**src/rtl/mjpt_pkg.sv**
```systemverilog
package mjpt_pkg;

    localparam int NUM_JOINTS_DEF = 6;

    localparam int ANGLE_W    = 32;
    localparam int ERR_W      = ANGLE_W + 1;
    localparam int INTEG_W    = 48;
    localparam int TORQUE_W   = 64;
    localparam int JOINT_W    = 3;
    localparam int KP_W       = 14;
    localparam int KI_W       = 2;
    localparam int KD_W       = 18;

    typedef struct packed {
        logic [JOINT_W-1:0]        joint;
        logic signed [ANGLE_W-1:0] target_angle;
        logic signed [ANGLE_W-1:0] measured_angle;
        logic                      fresh;
    } sample_t;

    typedef struct packed {
        logic [JOINT_W-1:0]         joint_out;
        logic signed [TORQUE_W-1:0] torque;
    } torque_t;

    typedef struct packed {
        logic signed [INTEG_W-1:0]  integral_sum;
        logic signed [ERR_W-1:0]    previous_error;
        logic signed [TORQUE_W-1:0] held_torque;
    } joint_state_t;

    localparam int STATE_W = $bits(joint_state_t);

    function automatic logic [KP_W-1:0] kp_of(input logic [JOINT_W-1:0] j);
        logic [KP_W-1:0] k;
        unique case (j)
            3'd0:    k = 14'd10000;
            3'd1:    k = 14'd15000;
            3'd2:    k = 14'd15000;
            3'd3:    k = 14'd2700;
            3'd4:    k = 14'd2700;
            3'd5:    k = 14'd5000;
            default: k = '0;
        endcase
        return k;
    endfunction

    function automatic logic [KI_W-1:0] ki_of(input logic [JOINT_W-1:0] j);
        logic [KI_W-1:0] k;
        unique case (j)
            3'd3, 3'd4: k = 2'd1;
            default:    k = 2'd2;
        endcase
        return k;
    endfunction

    function automatic logic [KD_W-1:0] kd_of(input logic [JOINT_W-1:0] j);
        logic [KD_W-1:0] k;
        unique case (j)
            3'd5:    k = 18'd189250;
            default: k = 18'd209250;
        endcase
        return k;
    endfunction

endpackage

```
**src/rtl/mjpt_ram.sv**
```systemverilog
module mjpt_ram #(
    parameter int WIDTH = 8,
    parameter int DEPTH = 8,
    parameter int AW    = (DEPTH > 1) ? $clog2(DEPTH) : 1
) (
    input  logic             clk,
    input  logic             we,
    input  logic [AW-1:0]    waddr,
    input  logic [WIDTH-1:0] wdata,
    input  logic [AW-1:0]    raddr,
    output logic [WIDTH-1:0] rdata
);

    logic [WIDTH-1:0] mem [DEPTH];
    logic [WIDTH-1:0] rdata_reg;

    always_ff @(posedge clk)
    begin
        if (we)
        begin
            mem[waddr] <= wdata;
        end
        rdata_reg <= mem[raddr];
    end

    assign rdata = rdata_reg;

endmodule

```
**src/rtl/multi_joint_pid_torque_unit.sv**
```systemverilog
// Per-joint PID torque unit for up to six joints.
// Request channel: sample_valid / sample_ready / sample (joint, target and
// measured angle in signed Q16.16, fresh flag). Response channel:
// torque_valid / torque_ready / torque_cmd (joint index and 64-bit torque).
// Every request yields exactly one response, in order.
// Throughput: one request per cycle, sustained while torque_ready is high. The
// request is registered into the update stage while the state memory read
// shares the accept edge; the PID update then loads the output register.
// Joint state (integral, previous error, held torque) lives in one
// synchronous RAM; a request that follows one for the same joint in the
// next cycle takes the just-written state from a bypass register.
// A fresh request updates the state; a stale one returns the held torque.
// A joint index out of range returns torque zero and leaves state alone.
// Reset clears the per-joint written flags, so all state reads as zero at
// once; no clearing pass is needed and requests are taken right away.
// When torque_ready is low the output holds; an empty update stage still
// takes one request, after which sample_ready drops until space frees.
module multi_joint_pid_torque_unit
    import mjpt_pkg::*;
#(
    parameter int NUM_JOINTS = NUM_JOINTS_DEF
) (
    input  logic    clk,
    input  logic    rst_n,
    input  logic    sample_valid,
    output logic    sample_ready,
    input  sample_t sample,
    output logic    torque_valid,
    input  logic    torque_ready,
    output torque_t torque_cmd
);

    localparam int AW = (NUM_JOINTS > 1) ? $clog2(NUM_JOINTS) : 1;
    localparam logic [JOINT_W-1:0] JOINT_LIMIT = JOINT_W'(NUM_JOINTS);
    localparam logic signed [INTEG_W:0] INTEG_MAX = {2'b00, {(INTEG_W-1){1'b1}}};
    localparam logic signed [INTEG_W:0] INTEG_MIN = {2'b11, {(INTEG_W-1){1'b0}}};

    logic                    s1_valid_reg;
    logic [JOINT_W-1:0]      s1_joint_reg;
    logic                    s1_fresh_reg;
    logic signed [ERR_W-1:0] s1_err_reg;

    logic                    fwd_valid_reg;
    logic [AW-1:0]           fwd_addr_reg;
    joint_state_t            fwd_data_reg;

    logic [NUM_JOINTS-1:0]   seen_reg;
    logic [NUM_JOINTS-1:0]   seen_next;

    logic                    rsp_valid_reg;
    torque_t                 rsp_reg;
    torque_t                 rsp_next;

    logic                    out_adv;
    logic                    s1_adv;
    logic [AW-1:0]           rd_addr;
    logic [AW-1:0]           s1_addr;
    logic [STATE_W-1:0]      ram_rdata;
    joint_state_t            entry;
    joint_state_t            wr_state;
    logic                    s1_in_range;
    logic                    we;

    logic signed [ERR_W-1:0]     sample_err;
    logic signed [INTEG_W:0]     integ_sum;
    logic signed [INTEG_W-1:0]   integ_sat;
    logic signed [ERR_W:0]       diff;
    logic signed [INTEG_W-1:0]   p_prop;
    logic signed [INTEG_W+2:0]   p_int;
    logic signed [ERR_W+KD_W+1:0] p_der;
    logic signed [TORQUE_W-1:0]  torque_sum;

    assign out_adv      = !rsp_valid_reg || torque_ready;
    assign s1_adv       = !s1_valid_reg || out_adv;
    assign sample_ready = s1_adv;
    assign torque_valid = rsp_valid_reg;
    assign torque_cmd   = rsp_reg;

    assign s1_addr = s1_joint_reg[AW-1:0];
    assign rd_addr = s1_adv ? sample.joint[AW-1:0] : s1_addr;

    assign sample_err = {sample.target_angle[ANGLE_W-1], sample.target_angle}
                      - {sample.measured_angle[ANGLE_W-1], sample.measured_angle};

    mjpt_ram #(
        .WIDTH (STATE_W),
        .DEPTH (NUM_JOINTS),
        .AW    (AW)
    ) u_state_ram (
        .clk   (clk),
        .we    (we),
        .waddr (s1_addr),
        .wdata (wr_state),
        .raddr (rd_addr),
        .rdata (ram_rdata)
    );

    assign s1_in_range = s1_joint_reg < JOINT_LIMIT;

    always_comb
    begin
        entry = '0;
        if (s1_in_range)
        begin
            if (fwd_valid_reg && fwd_addr_reg == s1_addr)
            begin
                entry = fwd_data_reg;
            end
            else if (seen_reg[s1_addr])
            begin
                entry = joint_state_t'(ram_rdata);
            end
        end
    end

    always_comb
    begin
        integ_sum = {entry.integral_sum[INTEG_W-1], entry.integral_sum}
                  + {{(INTEG_W+1-ERR_W){s1_err_reg[ERR_W-1]}}, s1_err_reg};
        if (integ_sum > INTEG_MAX)
        begin
            integ_sat = INTEG_MAX[INTEG_W-1:0];
        end
        else if (integ_sum < INTEG_MIN)
        begin
            integ_sat = INTEG_MIN[INTEG_W-1:0];
        end
        else
        begin
            integ_sat = integ_sum[INTEG_W-1:0];
        end
        diff = {s1_err_reg[ERR_W-1], s1_err_reg}
             - {entry.previous_error[ERR_W-1], entry.previous_error};
        p_prop = s1_err_reg * $signed({1'b0, kp_of(s1_joint_reg)});
        p_int  = integ_sat * $signed({1'b0, ki_of(s1_joint_reg)});
        p_der  = diff * $signed({1'b0, kd_of(s1_joint_reg)});
        torque_sum = {{(TORQUE_W-INTEG_W){p_prop[INTEG_W-1]}}, p_prop}
                   + {{(TORQUE_W-INTEG_W-3){p_int[INTEG_W+2]}}, p_int}
                   + {{(TORQUE_W-ERR_W-KD_W-2){p_der[ERR_W+KD_W+1]}}, p_der};
    end

    assign we = out_adv && s1_valid_reg && s1_fresh_reg && s1_in_range;

    always_comb
    begin
        wr_state.integral_sum   = integ_sat;
        wr_state.previous_error = s1_err_reg;
        wr_state.held_torque    = torque_sum;
    end

    always_comb
    begin
        seen_next = seen_reg;
        if (we)
        begin
            seen_next[s1_addr] = 1'b1;
        end
    end

    always_comb
    begin
        rsp_next.joint_out = s1_joint_reg;
        if (!s1_in_range)
        begin
            rsp_next.torque = '0;
        end
        else if (s1_fresh_reg)
        begin
            rsp_next.torque = torque_sum;
        end
        else
        begin
            rsp_next.torque = entry.held_torque;
        end
    end

    always_ff @(posedge clk or negedge rst_n)
    begin
        if (!rst_n)
        begin
            s1_valid_reg  <= 1'b0;
            fwd_valid_reg <= 1'b0;
            seen_reg      <= '0;
            rsp_valid_reg <= 1'b0;
        end
        else
        begin
            fwd_valid_reg <= we;
            seen_reg      <= seen_next;
            if (s1_adv)
            begin
                s1_valid_reg <= sample_valid;
            end
            if (out_adv)
            begin
                rsp_valid_reg <= s1_valid_reg;
            end
        end
    end

    always_ff @(posedge clk)
    begin
        if (s1_adv)
        begin
            s1_joint_reg <= sample.joint;
            s1_fresh_reg <= sample.fresh;
            s1_err_reg   <= sample_err;
        end
        if (we)
        begin
            fwd_addr_reg <= s1_addr;
            fwd_data_reg <= wr_state;
        end
        if (out_adv && s1_valid_reg)
        begin
            rsp_reg <= rsp_next;
        end
    end

    a_seen_after_write: assert property (@(posedge clk) disable iff (!rst_n)
        we |=> seen_reg[$past(s1_addr)])
        else $error("written flag not set after state write");

    a_stage_hold: assert property (@(posedge clk) disable iff (!rst_n)
        s1_valid_reg && !out_adv |=> s1_valid_reg && $stable(s1_joint_reg)
                                     && $stable(s1_err_reg))
        else $error("update stage lost its request while stalled");

    a_rsp_source: assert property (@(posedge clk) disable iff (!rst_n)
        $rose(rsp_valid_reg) |-> $past(s1_valid_reg))
        else $error("response raised without a request in the update stage");

endmodule

```
**config.mk**
```make
export PLATFORM = sky130hd
export DESIGN_NAME = multi_joint_pid_torque_unit
export DESIGN_NICKNAME = d
export VERILOG_FILES = /design/src/rtl/mjpt_pkg.sv /design/src/rtl/mjpt_ram.sv /design/src/rtl/multi_joint_pid_torque_unit.sv
export SDC_FILE = /design/constraint.sdc
export NUM_CORES = 2
export LEC_CHECK = 0
export BUFFER_PORTS_ARGS = -buffer_cell sky130_fd_sc_hd__buf_2
export CAP_MARGIN = 15
export CORE_ASPECT_RATIO = 0.9
export CORE_MARGIN = 1
export CORE_UTILIZATION = 60
export CTS_CLUSTER_DIAMETER = 50
export DETAILED_ROUTE_END_ITERATION = 7
export PLACE_DENSITY = 0.75
export REMOVE_ABC_BUFFERS = 1
export SYNTH_ARGS = -nofsm -noshare
export SYNTH_HDL_FRONTEND = slang
export SYNTH_SLANG_ARGS = --single-unit
export TNS_END_PERCENT = 10
```
**constraint.sdc**
```tcl
create_clock -name clk -period 18.6 [get_ports clk]
set_input_delay 2.79 -clock clk [delete_from_list [all_inputs] [get_ports clk]]
set_output_delay 2.79 -clock clk [all_outputs]
set_load 0.01 [all_outputs]
```
==> results.sh <==
export IMPL_dp_worst_setup_slack_ns=5.63
export IMPL_dp_hpwl_um=156000
export IMPL_antenna_found_initial=8
export IMPL_synth_top_family_by_area="adder cells"
export IMPL_avgViaCountPerCell=5.92
export IMPL_die_w_um=388
export IMPL_cts_setup_buffers=0
export IMPL_die_y_um=350
export IMPL_coreArea_um2=133000
export IMPL_grt_max_degree=122
export IMPL_initial_core_util_pct=60.5
export IMPL_path_clk_slew_ns=0.06
export IMPL_synth_mux_area_share_pct=4.31
export IMPL_synth_distinct_cells=106
export IMPL_crit_type="flip-flop to flip-flop"
export IMPL_groute_usage_overall_pct=32.1
export IMPL_dr_pass1_iters=6
export IMPL_ant_nets=0
export IMPL_crit_path_end_kind="flip-flop"
export IMPL_grt_pass1_wl_um=326000
export IMPL_period_minus_slack_ns=13.11
export IMPL_synth_cell_area_um2=80600
export IMPL_area_growth_pct=8.34
export IMPL_insertion_delay_ns=0.81
export IMPL_fin_nets=8509
export IMPL_synth_top_area_share_pct=38.7
export IMPL_ys_seq_area_share_pct=42.4
export IMPL_relSlewSlack_pct=19.3
export IMPL_drv_cap=0
export IMPL_setup_ws_ns=5.49
export IMPL_synth_area_leaders="edfxtp_1, fa_1, ha_1"
export IMPL_wl_met3_um=23700
export IMPL_grt_pass1_vias=54300
export IMPL_ys_ff_latch=1186
export IMPL_critical_path_slowest_cell="nor2_4"
export IMPL_synthArstFlopShare_pct=0.759
export IMPL_vias=53200
export IMPL_synth_compound_area_share_pct=5.70
export IMPL_final_layout_size_suffix_gt1_share_pct=9.20
export IMPL_synth_ff_type="edfxtp_1"
export IMPL_netlist_instances=7056
export IMPL_synth_xor_area_share_pct=1.72
export IMPL_slowest_delay_ns=0.87
export IMPL_grt_overflow=0
export IMPL_numCtsBuffers=121
export IMPL_synth_avg_cell_area_um2=11.4
export IMPL_synth_area_leader_cell="edfxtp_1"
export IMPL_finalSetupTns_ns=0
export IMPL_cts_root_buf="clkbuf_16"
export IMPL_skew_ns=0.0828
export IMPL_drt_iter0_markers=6207
export IMPL_gp_congestion=1.03
export IMPL_dr_max_layer_used="met5"
export IMPL_synth_edf_count=1039
export IMPL_holdBufCountCts=0
export IMPL_wl_per_cell_um=24.0
export IMPL_start_kind="flip-flop"
export IMPL_crit_top_cell="fa_1"
export IMPL_dpl_cell_area_um2=83100
export IMPL_worst_slew_pin_slew_ns=1.20
export IMPL_cts_htree_levels=3
export IMPL_hold_viol_final=0
export IMPL_finalCritPeriodShare_pct=70.5
export IMPL_fmax_mhz=76.3
export IMPL_dieArea_um2=136000
export IMPL_worstPathRequired_ns=19.26
export IMPL_outcome="complete, no violations"
export IMPL_largest_reg_flops=810
export IMPL_final_common_cell="inv_1"
export IMPL_cts_tree="yes"
export IMPL_num_antenna_cells=0
export IMPL_ios=141
export IMPL_cts_resized=0
export IMPL_critical_path_arrival_ns=13.77
export IMPL_synth_fa_ha_area_share_pct=28.1
export IMPL_rsz0062_at_grt="no"
export IMPL_crit_fanout=52
export IMPL_hold_path_class="flip-flop to flip-flop"
export IMPL_ys_warn_count=0
export IMPL_cts_num_sinks=1186
export IMPL_finalWirelength_um=215000
export IMPL_wl_met2_um=94200
export IMPL_num_rows=127
export IMPL_stdcell_area_um2=87300
export IMPL_port_buffers=140
export IMPL_final_cell_mix="inv_1, edfxtp_1, nand2_1"
export IMPL_synth_simple_area_share_pct=10.2
export IMPL_post_route_drc_count=0
export IMPL_num_fill_cells=10000
export IMPL_slew_violations=0
export IMPL_clk_path_buf_depth=3
export IMPL_setup_viol=0
export IMPL_wl_met1_um=91600
## synthesized netlist by cell type, types with 11 or more instances
library cell  count
a211oi_1         15
a21o_1           86
a21oi_1         225
a221o_1          12
a221oi_1         13
a311oi_1         18
a31oi_1          30
and2_1           79
and3_1           23
buf_1            21
buf_2            19
buf_4            18
clkbuf_1        242
dfxtp_1         138
edfxtp_1       1039
fa_1            781
ha_1            528
inv_1          1254
maj3_1           40
mux2i_1          39
mux4_2          136
nand2_1         843
nand2b_1         24
nand3_1         237
nand4_1          19
nor2_1          592
nor2b_1          21
nor3_1           38
o211ai_1         11
o21a_1           36
o21ai_0         118
o21ai_1          14
o21bai_1         20
or2_2            13
xnor2_1          93
xor2_1           61
## through the flow
step / hold slack (ns) / util [%] / cells
final: 0.451 / 65.6 / 8977
after global routing: 0.478 / 65.6 / 8977
after CTS: 0.439 / 65.6 / 8977
after detailed placement: 0.454 / 62.4 / 8746
after global placement: 0.452 / 62.4 / 8746
after floorplan: 0.434 / - / 6765
## logic make-up (layout without fill, tap and decap cells)
logic type,after synthesis,in the layout
xor gates and xnor gates,156,156
adders and majority gates,1349,1349
DFF,1186,1186
other,2,20
AOI/OAI and AO/OA,690,690
muxes,177,177
and+or+nand+nor,1929,1929
buffers and inverters,1567,1729
## final timing paths
check / from / end / slack (ns) / cells after the start
worst min-delay path: s1_valid_reg / torque_valid / 0.45 / 1
max in group asynchronous: rst_n / seen_reg[2] / 16.51 / 1
worst max-delay path: s1_addr[1] / torque_cmd[35] / 5.49 / 36
worst max register to register: s1_addr[1] / torque_cmd[35] / 5.49 / 36
worst min register to register: s1_valid_reg / torque_valid / 0.45 / 1
min in group asynchronous: rst_n / torque_valid / 1.85 / 1
## worst max-delay path, delay by kind of cell (launching register included)
kind	cells	cell delay, ns
buf+inv	3	0.76
xor+xnor	2	0.99
fa+ha+maj	9	3.94
flops	1	0.75
simple gates	12	3.64
compound gates	10	2.78
## layer usage
| layer | vias to the layer above | GRT usage (%) |
|---|---|---|
| met4 | 2 | 8.66 |
| met5 | - | 0 |
| met3 | 359 | 6.22 |
| met2 | 2762 | 48.4 |
| met1 | 26700 | 48.0 |
| li1 | 23400 | - |
## final cells by class
type                            instances  area (µm²)  area share (%)
Clock inverter                         69         822           0.942
Multi-Input combinational cell       4321       40600            46.5
Inverter                             1258        4730            5.42
Timing Repair Buffer                  240        1460            1.68
Tap cell                             1741        2180            2.50
Clock buffer                          162        3350            3.84
Sequential cell                      1186       34200            39.2
Power is left out: the tool's default activity adds up to more than one toggle a clock period on the data nets, which glitch-free logic cannot reach.
